--- config.mk ---
export PLATFORM = sky130hd
export DESIGN_NAME = sprite_animation_sequencer_unit
export DESIGN_NICKNAME = d
export VERILOG_FILES = /design/src/hdl/sas_pkg.sv /design/src/hdl/sas_ctrl.sv /design/src/hdl/sas_dpath.sv /design/src/hdl/sprite_animation_sequencer_unit.sv
export SDC_FILE = /design/constraint.sdc
export NUM_CORES = 2
export LEC_CHECK = 0
export BUFFER_PORTS_ARGS = -buffer_cell sky130_fd_sc_hd__buf_4
export CAP_MARGIN = 5
export CORE_MARGIN = 1
export CORE_UTILIZATION = 47
export DETAILED_ROUTE_END_ITERATION = 8
export HOLD_SLACK_MARGIN = 0.12
export PLACE_DENSITY_LB_ADDON = 0.08
export SYNTH_ARGS = -nofsm -noshare
export SYNTH_HDL_FRONTEND = slang
export SYNTH_SLANG_ARGS = --single-unit
--- constraint.sdc ---
create_clock -name clk -period 8.15 [get_ports clk]
set_input_delay 1.63 -clock clk [delete_from_list [all_inputs] [get_ports clk]]
set_output_delay 1.63 -clock clk [all_outputs]
set_load 0.02 [all_outputs]
--- src/hdl/sas_pkg.sv ---
`default_nettype none
package sas_pkg;
  localparam int MaxFrames = 64;
  localparam int PosBits = 6;
  localparam int TimeBits = 24;
  localparam int CntBits = 7;

  typedef enum logic [2:0] {
    MODE_TICK  = 3'd0,
    MODE_STEP  = 3'd1,
    MODE_PLAY  = 3'd2,
    MODE_WRITE = 3'd3,
    MODE_CLAMP = 3'd4
  } mode_t;

  localparam logic [2:0] REG_FRAME_COUNT = 3'd0;
  localparam logic [2:0] REG_DEFAULT_DUR = 3'd1;
  localparam logic [2:0] REG_LOOP_ENABLE = 3'd2;
  localparam logic [2:0] REG_CELL_WIDTH  = 3'd3;
  localparam logic [2:0] REG_CELL_HEIGHT = 3'd4;
  localparam logic [2:0] REG_SHEET_COLS  = 3'd5;

  typedef struct packed {
    logic load;       // capture item, clear changed
    logic tbl_write;  // write frame table entry
    logic tbl_read;   // read table at position
    logic tick_add;   // add delta to elapsed
    logic tick_walk;  // one walk step
    logic step_init;  // position + delta
    logic div_step;   // one restoring division bit
    logic step_done;  // commit step result
    logic set_play;
    logic clamp;
    logic rect_start; // start cell / cols division
    logic out_load;   // register result
  } sas_cmd_t;

  typedef struct packed {
    logic [2:0] mode;
    logic       walk_done;
    logic       div_done;
    logic       tick_skip;
  } sas_sts_t;
endpackage
`default_nettype wire

--- src/hdl/sas_ctrl.sv ---
`default_nettype none
module sas_ctrl (
  input  wire logic              clk,
  input  wire logic              rst,
  input  wire logic              in_valid,
  output logic                   in_stall,
  output logic                   out_valid,
  input  wire logic              out_stall,
  output sas_pkg::sas_cmd_t      cmd,
  input  wire sas_pkg::sas_sts_t sts
);
  import sas_pkg::*;

  typedef enum logic [3:0] {
    S_IDLE, S_RD, S_DISPATCH, S_TADD, S_TRD, S_TWALK, S_SDIV, S_RRD, S_RLD, S_RDIV, S_OUT,
    S_HOLD
  } state_t;

  state_t state;

  assign in_stall = (state != S_IDLE);

  always_comb begin
    cmd = '0;
    unique case (state)
      S_IDLE:     cmd.load = in_valid;
      S_RD:       cmd.tbl_read = 1'b1;
      S_DISPATCH: begin
        unique case (sts.mode)
          MODE_TICK:  cmd.tick_add = !sts.tick_skip;
          MODE_STEP:  cmd.step_init = 1'b1;
          MODE_PLAY:  cmd.set_play = 1'b1;
          MODE_WRITE: cmd.tbl_write = 1'b1;
          MODE_CLAMP: cmd.clamp = 1'b1;
          default: ;
        endcase
      end
      S_TADD:     cmd.tbl_read = 1'b1;
      S_TRD:      cmd.tbl_read = 1'b1;
      S_TWALK:    cmd.tick_walk = !sts.walk_done;
      S_SDIV:     begin
        cmd.div_step = !sts.div_done;
        cmd.step_done = sts.div_done;
      end
      S_RRD:      cmd.tbl_read = 1'b1;
      S_RLD:      cmd.rect_start = 1'b1;
      S_RDIV:     cmd.div_step = !sts.div_done;
      S_OUT:      cmd.out_load = 1'b1;
      S_HOLD:     ;
      default:    ;
    endcase
  end

  always_ff @(posedge clk) begin
    if (rst) begin
      state <= S_IDLE;
      out_valid <= 1'b0;
    end else begin
      if (state == S_OUT && (!out_valid || !out_stall)) out_valid <= 1'b1;
      else if (out_valid && !out_stall) out_valid <= 1'b0;
      unique case (state)
        S_IDLE:     if (in_valid) state <= S_RD;
        S_RD:       state <= S_DISPATCH;
        S_DISPATCH: begin
          if (sts.mode == MODE_TICK && !sts.tick_skip) state <= S_TADD;
          else if (sts.mode == MODE_STEP) state <= S_SDIV;
          else state <= S_RRD;
        end
        S_TADD:     state <= S_TRD;
        S_TRD:      state <= S_TWALK;
        S_TWALK:    state <= sts.walk_done ? S_RRD : S_TRD;
        S_SDIV:     if (sts.div_done) state <= S_RRD;
        S_RRD:      state <= S_RLD;
        S_RLD:      state <= S_RDIV;
        S_RDIV:     if (sts.div_done) state <= S_OUT;
        S_OUT:      begin
          if (!out_valid || !out_stall) state <= S_IDLE;
          else state <= S_HOLD;
        end
        S_HOLD:     if (!out_stall) state <= S_OUT;
        default:    state <= S_IDLE;
      endcase
    end
  end

  // out_load only takes effect when the output register is free
endmodule
`default_nettype wire

--- src/hdl/sas_dpath.sv ---
`default_nettype none
module sas_dpath (
  input  wire logic                         clk,
  input  wire logic                         rst,
  input  wire sas_pkg::sas_cmd_t            cmd,
  output sas_pkg::sas_sts_t                 sts,
  input  wire logic                         out_free,
  input  wire logic                         cfg_we,
  input  wire logic [2:0]                   cfg_index,
  input  wire logic [23:0]                  cfg_data,
  input  wire logic [2:0]                   mode,
  input  wire logic [23:0]                  delta_time,
  input  wire logic signed [15:0]           step_delta,
  input  wire logic                         play_flag,
  input  wire logic [5:0]                   entry_slot,
  input  wire logic signed [12:0]           entry_cell,
  input  wire logic [23:0]                  entry_duration,
  output logic [5:0]                        frame_position,
  output logic                              frame_changed,
  output logic                              is_playing,
  output logic                              rect_valid,
  output logic [23:0]                       rect_x,
  output logic [23:0]                       rect_y,
  output logic [11:0]                       rect_w,
  output logic [11:0]                       rect_h
);
  import sas_pkg::*;

  logic [CntBits-1:0]  frame_count;
  logic [TimeBits-1:0] default_duration;
  logic                loop_enable;
  logic [11:0]         cell_width, cell_height, sheet_columns;

  logic [12:0]         cell_table [MaxFrames];
  logic [TimeBits-1:0] hold_table [MaxFrames];
  logic [12:0]         rd_cell;
  logic [TimeBits-1:0] rd_hold;

  logic [PosBits-1:0]  play_position, before_pos;
  logic [31:0]         elapsed_time;
  logic                playing, changed;
  logic [2:0]          mode_q;
  logic [23:0]         dt_q;
  logic signed [15:0]  sd_q;
  logic                pf_q;
  logic [5:0]          slot_q;
  logic [12:0]         ecell_q;
  logic [23:0]         edur_q;
  logic [CntBits-1:0]  guard;
  logic                walk_stop;

  // shared restoring divider: 17-bit dividend, 12-bit divisor
  logic [16:0]         div_q;
  logic [12:0]         div_r;
  logic [11:0]         div_d;
  logic [4:0]          div_cnt;
  logic                div_neg;

  logic [CntBits-1:0]  count;
  logic [TimeBits-1:0] held;
  logic [CntBits-1:0]  pos_ext;
  logic [13:0]         div_trial;
  logic [11:0]         cols;
  logic [17:0]         step_sum;

  assign count = (frame_count > CntBits'(MaxFrames)) ? CntBits'(MaxFrames) : frame_count;
  assign held = (rd_hold != '0) ? rd_hold : default_duration;
  assign pos_ext = {1'b0, play_position};
  assign cols = (sheet_columns == '0) ? 12'd1 : sheet_columns;
  assign div_trial = {div_r, div_q[16]} - {2'b00, div_d};
  assign step_sum = 18'(signed'(sd_q)) + {12'd0, play_position};

  assign sts.mode = mode_q;
  assign sts.walk_done = walk_stop || held == '0 || elapsed_time < 32'(held)
                         || guard > count;
  assign sts.div_done = (div_cnt == '0);
  assign sts.tick_skip = !playing || count == '0 || held == '0;

  always_ff @(posedge clk) begin
    if (rst) begin
      frame_count <= '0;
      default_duration <= '0;
      loop_enable <= 1'b1;
      cell_width <= '0;
      cell_height <= '0;
      sheet_columns <= 12'd1;
    end else if (cfg_we) begin
      unique case (cfg_index)
        REG_FRAME_COUNT: frame_count <= cfg_data[CntBits-1:0];
        REG_DEFAULT_DUR: default_duration <= cfg_data[TimeBits-1:0];
        REG_LOOP_ENABLE: loop_enable <= cfg_data[0];
        REG_CELL_WIDTH:  cell_width <= cfg_data[11:0];
        REG_CELL_HEIGHT: cell_height <= cfg_data[11:0];
        REG_SHEET_COLS:  sheet_columns <= cfg_data[11:0];
        default: ;
      endcase
    end
  end

  always_ff @(posedge clk) begin
    if (cmd.tbl_write) begin
      cell_table[slot_q] <= ecell_q;
      hold_table[slot_q] <= edur_q[TimeBits-1:0];
    end
    if (cmd.tbl_read) begin
      rd_cell <= cell_table[play_position];
      rd_hold <= hold_table[play_position];
    end
  end

  always_ff @(posedge clk) begin
    if (cmd.load) begin
      mode_q <= mode;
      dt_q <= delta_time;
      sd_q <= step_delta;
      pf_q <= play_flag;
      slot_q <= entry_slot;
      ecell_q <= entry_cell;
      edur_q <= entry_duration;
    end
    if (cmd.div_step) begin
      div_r <= div_trial[13] ? {div_r[11:0], div_q[16]} : div_trial[12:0];
      div_q <= {div_q[15:0], !div_trial[13]};
    end
    if (cmd.step_init) begin
      div_neg <= step_sum[17];
      div_q <= step_sum[17] ? 17'(-step_sum) : step_sum[16:0];
      div_r <= '0;
      div_d <= {5'd0, count};
    end
    if (cmd.rect_start) begin
      div_q <= {4'd0, rd_cell};
      div_r <= '0;
      div_d <= cols;
    end
    if (rst) begin
      play_position <= '0;
      elapsed_time <= '0;
      playing <= 1'b0;
      changed <= 1'b0;
      div_cnt <= '0;
    end else begin
      if (cmd.div_step) div_cnt <= div_cnt - 5'd1;
      else if (cmd.step_init) div_cnt <= (count == '0) ? 5'd0 : 5'd17;
      else if (cmd.rect_start) div_cnt <= 5'd17;
      if (cmd.load) changed <= 1'b0;
      if (cmd.set_play) playing <= pf_q;
      if (cmd.clamp) begin
        if (count == '0) play_position <= '0;
        else if (pos_ext > count - 1'b1) play_position <= PosBits'(count - 1'b1);
      end
      if (cmd.tick_add) begin
        elapsed_time <= (elapsed_time > 32'hFFFF_FFFF - 32'(dt_q)) ? 32'hFFFF_FFFF
                        : elapsed_time + 32'(dt_q);
        before_pos <= play_position;
        guard <= '0;
        walk_stop <= 1'b0;
      end
      if (cmd.tick_walk) begin
        guard <= guard + 1'b1;
        if (pos_ext + 1'b1 < count) begin
          elapsed_time <= elapsed_time - 32'(held);
          play_position <= play_position + 1'b1;
          changed <= (play_position + 1'b1) != before_pos;
        end else if (loop_enable) begin
          elapsed_time <= elapsed_time - 32'(held);
          play_position <= '0;
          changed <= before_pos != '0;
        end else begin
          playing <= 1'b0;
          elapsed_time <= '0;
          walk_stop <= 1'b1;
        end
      end
      if (cmd.step_init) begin
        playing <= 1'b0;
        elapsed_time <= '0;
        if (count == '0) play_position <= '0;
      end
      if (cmd.step_done && count != '0) begin
        if (div_neg && div_r != '0) play_position <= PosBits'(13'(div_d) - div_r);
        else play_position <= PosBits'(div_r);
      end
    end
  end

  logic        rv;
  logic [23:0] rx_p, ry_p;
  assign rv = pos_ext < count && cell_width != '0 && cell_height != '0 && !rd_cell[12];
  assign rx_p = 24'(div_r[11:0] * cell_width);
  assign ry_p = 24'(div_q[11:0] * cell_height);

  always_ff @(posedge clk) begin
    if (cmd.out_load && out_free) begin
      frame_position <= play_position;
      frame_changed <= changed && mode_q == MODE_TICK;
      is_playing <= playing;
      rect_valid <= rv;
      rect_x <= rv ? rx_p : '0;
      rect_y <= rv ? ry_p : '0;
      rect_w <= rv ? cell_width : '0;
      rect_h <= rv ? cell_height : '0;
    end
  end
endmodule
`default_nettype wire

--- src/hdl/sprite_animation_sequencer_unit.sv ---
// channel   direction  handshake             payload
// in        input      in_valid / in_stall   mode .. entry_duration
// out       output     out_valid / out_stall frame_position .. rect_h
// cfg       input      cfg_we                cfg_index, cfg_data
// An item is taken only while the unit is idle, so it completes before the next
// is taken; a running tick walks at most count+1 frames, and a step and every
// result rectangle go through the bit-serial divider.
// The frame walk loop and the shared bit-serial divider set an item's duration.
// Reset: synchronous, clears state and config; frame table and output data stay.
// A stalled result holds; the next item may be taken and waits at the output.
`default_nettype none
module sprite_animation_sequencer_unit (
  input  wire logic               clk,
  input  wire logic               rst,
  input  wire logic               cfg_we,
  input  wire logic [2:0]         cfg_index,
  input  wire logic [23:0]        cfg_data,
  input  wire logic               in_valid,
  output logic                    in_stall,
  input  wire logic [2:0]         mode,
  input  wire logic [23:0]        delta_time,
  input  wire logic signed [15:0] step_delta,
  input  wire logic               play_flag,
  input  wire logic [5:0]         entry_slot,
  input  wire logic signed [12:0] entry_cell,
  input  wire logic [23:0]        entry_duration,
  output logic                    out_valid,
  input  wire logic               out_stall,
  output logic [5:0]              frame_position,
  output logic                    frame_changed,
  output logic                    is_playing,
  output logic                    rect_valid,
  output logic [23:0]             rect_x,
  output logic [23:0]             rect_y,
  output logic [11:0]             rect_w,
  output logic [11:0]             rect_h
);
  import sas_pkg::*;

  sas_cmd_t cmd;
  sas_sts_t sts;

  sas_ctrl u_ctrl (
    .clk, .rst, .in_valid, .in_stall, .out_valid, .out_stall, .cmd, .sts
  );

  sas_dpath u_dpath (
    .clk, .rst, .cmd, .sts, .out_free(!out_valid || !out_stall),
    .cfg_we, .cfg_index, .cfg_data,
    .mode, .delta_time, .step_delta, .play_flag, .entry_slot, .entry_cell, .entry_duration,
    .frame_position, .frame_changed, .is_playing, .rect_valid,
    .rect_x, .rect_y, .rect_w, .rect_h
  );

  a_no_accept_busy: assert property (@(posedge clk) disable iff (rst)
    in_valid && !in_stall |=> in_stall) else $error("accepted while busy");
  a_empty_rect: assert property (@(posedge clk) disable iff (rst)
    out_valid && !rect_valid |-> rect_w == '0 && rect_x == '0) else $error("rect not empty");
  a_changed_tick: assert property (@(posedge clk) disable iff (rst)
    cmd.step_init |-> !cmd.tick_walk) else $error("step and walk together");
endmodule
`default_nettype wire

==> results.md <==
| Stage | Parameter | This run |
|---|---|---|
| setup path | Cell type group with the largest total delay on the critical path | adder cells |
| synth | Cell type with the highest aggregate area in the netlist | sky130_fd_sc_hd__edfxtp_1 |
| detailed routing | 1st-iter DRT viols | 6606 |
| synth | Number of flip-flops and latches in the synthesized netlist | 2748 |
| clocking | Number of buffers inserted to repair setup after CTS | 0 |
| grt | Largest net degree at the start of global routing | 121 |
| worst hold path | Hold Crit Depth | 2 |
| die | DIE AREA | 253000 µm² |
| clocking | Maximum buffer depth of the clock tree | 4 |
| cells and area | FF/Latch Area | 81200 µm² |
| clocking | Clock input transition at the sequential cells of the worst setup and hold paths | 0.06 ns |
| timing | Setup repair after global routing missed its margin | no |
| worst hold path | Hold Path End | u_dpath.div_q[16] |
| die | Chip Height | 503 µm |
| detailed routing | Number of design rule violations left after detail routing | 0 |
| timing | Slack of the critical path | 1.85 ns |
| synth | Largest cells by area after synthesis | sky130_fd_sc_hd__edfxtp_1, sky130_fd_sc_hd__mux4_2, sky130_fd_sc_hd__fa_1, sky130_fd_sc_hd__ha_1, sky130_fd_sc_hd__dfxtp_1 |
| cells and area | Total area of multi-input combinational cells | 34900 µm² |
| setup path | Critical path class | reg2reg |
| detailed routing | Final Routed Wirelength | 330 mm |
| detailed routing | Post-detailed-route via-to-cell ratio | 6.02 |
| worst hold path | HP Class | reg2reg |
| setup path | Buffers & Inverters on Critical Path | 4 |
| die | Die width | 503 µm |
| setup path | Worst flop-to-flop path endpoint | u_dpath.rect_x[23] |
| synth | Number of warnings printed during yosys synthesis | 0 |
| synth | Synth top area share | 66.5% |
| setup path | Chain of cells forming the critical path | nand2_1 -> fa_1 -> fa_1 -> fa_1 -> inv_1 -> fa_1 -> inv_1 -> fa_1 -> inv_1 -> ha_1 -> a2111oi_2 -> inv_1 -> nor2_1 -> o21ai_1 -> o41ai_4 -> o21ai_1 -> nor4_1 -> nor3_1 -> or3_1 -> a21oi_1 |
| clocking | Hold_buf cts | 0 |
| setup path | FF-to-FF Start | u_dpath.div_r[7] |
| timing | Setup tns final | 0 ns |
| pwr | Switching power as a share of total power | 23.0% |
| synth | FFs w/ async S/R, synth | 0% |
| placement | Final HPWL from detailed placement | 196 mm |
| setup path | Number of cells traversed by the worst register-to-register path | 20 |
| placement | DP Worst Slack | 1.81 ns |
| cells and area | Final instance count without filler cells | 10300 |
| synth | Portion of the post-synthesis area used by sequential elements | 68.7% |
| pwr | Power dissipated by switching net loads | 7.33 mW |
| grt | Via count of the first global-routing pass | 63100 |
| grt | Leftover overflow at the end of global routing | 0 |
| placement | Placed cell count | 9765 |
| synth | Avg Inst Size Synth | 18.5 µm² |
| synth | Net count after synthesis | 6927 |
| timing | Tightest slew margin relative to the limit | 18.3% |
| setup path | Minimum setup slack among reg-to-reg paths | 1.85 ns |
| run | Number of maximum-capacitance violations | 0 |
| die | Area of the core | 249000 µm² |
| synth | Leading cell types by count after synthesis | sky130_fd_sc_hd__edfxtp_1, sky130_fd_sc_hd__mux4_2, sky130_fd_sc_hd__nand2_1 |
| setup path | Cell repeated most along the worst path | sky130_fd_sc_hd__fa_1 |
| synth | Post-synth top flop | sky130_fd_sc_hd__edfxtp_1 |
| pwr | Sequential cell fraction of total power | 52.1% |
| grt | Initial antenna violation count | 12 |
| setup path | CP arrival | 7.07 ns |
| cells and area | Post-layout nets | 7297 |
| detailed routing | Detailed-routing iteration count for the pre-antenna-repair pass | 5 |
| pwr | Combinational fraction of design power | 6.5% |
| timing | Final Cycle Share | 77.3% |
| timing | Total of endpoints with negative setup slack in the final report | 0 |
| timing | Final-report hold violation count | 0 |
| clocking | Number of sinks driven by the clock tree | 2748 |
| synth | Unique cell type count in the Yosys netlist | 81 |
| synth | Most common cell in the synthesized netlist | sky130_fd_sc_hd__edfxtp_1 |
| clocking | Post-cts gate resize count | 0 |
| setup path | Data required, critical path | 8.92 ns |
| outcome | Result of the run | completed |
| setup path | Kind of end point of the critical path | flop |
| detailed routing | Antenna violation net count after detailed routing | 0 |
| pwr | Total Power Consumption | 31.9 mW |
| clocking | Depth of the CTS H-tree | 5 |
| timing | Worst Tran Pin Value | 1.22 ns |
| synth | Gate count of the mapped netlist | 6375 |
| die | Starting density of the core | 47.4% |
| timing | Final max-slew violation count | 0 |
| cells and area | Share of cells above drive strength 1 | 23.8% |
| detailed routing | Routed WL per cell | 32.1 µm |
| grt | First-pass GRT wire length | 469 mm |
| pwr | Clock group share of total power | 41.5% |
| die | Total I/O pin count | 202 |
| timing | Max Clk Rate | 0.159 GHz |
| placement | Number of I/O port buffers | 201 |
| grt | GRT Resource Usage Total | 26.4% |
| pwr | Leakage power summed over all cells | 43.9 nW |
| cells and area | Filler cell count | 19700 |
| setup path | Critical Path Fanout Max | 16 |
| pwr | Internal power summed over all cells | 24.6 mW |
| synth | Post-Synthesis Cell Area | 118000 µm² |
| pwr | Maximum ir drop on the vdd rail | 0.253 mV |
| setup path | Slowest cell on crit path | sky130_fd_sc_hd__dfxtp_1 |
| placement | Placer Congestion | 0.880 |
| clocking | Worst skew pair latency | 0.95 ns |
| clocking | Number of clock buffers inserted by TritonCTS | 308 |
| worst hold path | Startpoint of the tightest hold check path | u_dpath.div_q[15] |
| die | Num rows | 183 |
| setup path | Startpoint class of the critical path | flop |
| detailed routing | Total via count in the routed design | 62000 |
| timing | Period minus WS final | 6.30 ns |
| pwr | Power per cell area | 239 nW/µm² |
| clocking | Clock tree root driver cell | sky130_fd_sc_hd__clkbuf_16 |
| timing | Final Skew | 0.0692 ns |
| clocking | TritonCTS clock tree | done |
| setup path | Biggest cell delay along the critical path | 0.75 ns |
| synth | Count of flip-flops with a built-in enable after synthesis | 2613 |
| cells and area | Growth of design area from synthesis to finish | 13.3% |
## cell usage in the layout (no fill, tap or decap), drive strengths merged, types with 9 or more instances in the layout
cell,netlist,routed
edfxtp,2613,2613
mux4,777,777
nand2,385,385
clkbuf,196,379
buf,101,357
inv,338,341
nor2,243,243
ha,228,228
a21oi,211,211
fa,205,205
and2,159,159
dfxtp,135,135
o21ai,126,126
clkinv,2,118
xnor2,73,73
xor2,62,62
nor3,46,46
nand3,45,45
nor4,35,35
a21o,33,33
nand2b,31,31
nor2b,24,24
o21a,23,23
and3,22,22
bufinv,0,21
or3,17,17
o211ai,17,17
mux2i,17,17
o22ai,17,17
nand4,16,16
a211oi,16,16
a22oi,14,14
a31oi,12,12
or2,12,12
o21bai,11,11
a22o,11,11
nand3b,10,10
o31ai,9,9
## routing by layer
metal	vias to the layer above	share of wire, %	track usage, %
met3	509	6.4	3.89
met4	4	3.2	8.06
li1	25900	-	-
met2	2238	49	43.7
met1	33300	41	36.3
met5	-	0.0064	0
## registers in the layout, summed over array words and instances, names as in the netlist, 13 cells and up
register                  count
u_dpath.rect_x               24
u_dpath.rd_cell              13
u_dpath.sd_q                 16
u_dpath.hold_table         1536
u_dpath.default_duration     24
u_dpath.div_r                13
u_dpath.elapsed_time         32
u_dpath.div_q                17
u_dpath.dt_q                 24
u_dpath.ecell_q              13
u_dpath.edur_q               24
u_dpath.cell_table          832
u_dpath.rd_hold              24
u_dpath.rect_y               24
## per-stage QoR
stage | hold WS, ns | cell area [µm²] | util, %
global placement | 0.448 | 124000 | 49.9
finish | 0.450 | 134000 | 53.7
floorplan | 0.423 | 118000 | -
global route | 0.484 | 134000 | 53.7
detailed placement | 0.447 | 124000 | 49.9
CTS | 0.445 | 134000 | 53.7
## how the worst max path moves through the flow
stage,cells past startpoint,endpoint,slack (ns),startpoint
4_1_cts,19,u_dpath.rect_y[19],1.83,u_dpath.div_q[5]
2_1_floorplan,1,u_dpath.frame_changed,2.03,out_stall
6_report,20,u_dpath.rect_x[23],1.85,u_dpath.div_r[7]
3_3_place_gp,20,u_dpath.rect_y[19],1.83,u_dpath.div_q[5]
3_5_place_dp,19,u_dpath.rect_y[19],1.81,u_dpath.cell_height[3]
5_1_grt,20,u_dpath.rect_x[23],1.38,u_dpath.div_r[7]
## power groups by stage
stage | logic (mW) | registers [mW] | clock network [mW]
finish | 2.07 | 16.6 | 13.2
global route | 2.26 | 16.6 | 14.0
CTS | 2.08 | 16.6 | 13.5
detailed placement | 2.08 | 16.9 | 0
global placement | 2.02 | 16.9 | 0
floorplan | 0.913 | 17.1 | 0
## logic make-up (layout without fill, tap and decap cells)
| family | count (synthesis) | in the layout | synth area share [%] |
|---|---|---|---|
| XOR/XNOR | 135 | 135 | 1.01 |
| AO/OA/AOI/OAI | 567 | 567 | 3.00 |
| adder cells (fa/ha/maj) | 433 | 433 | 5.89 |
| other | 0 | 5 | 0 |
| multiplexers | 795 | 795 | 15.0 |
| flip-flops | 2748 | 2748 | 68.7 |
| AND/OR/NAND/NOR | 1060 | 1060 | 4.25 |
| buffers and inverters | 637 | 1223 | 2.13 |
## tightest hold or removal path, cell delays in order, from the launching register on
cell,delay [ns]
sky130_fd_sc_hd__dfxtp_1,0.31
sky130_fd_sc_hd__nand2_1,0.05
sky130_fd_sc_hd__a21oi_1,0.05
## cell type report
type,instances,share of cell area (%)
sequential,2748,60.7
antenna,5,0.00935
tap,3330,3.11
inverter,340,0.954
multi-input combinational,2990,26.1
clock buffer,379,6.09
timing repair buffer,357,2.07
clock inverter,147,0.959
(Power assumes the default switching activity.)
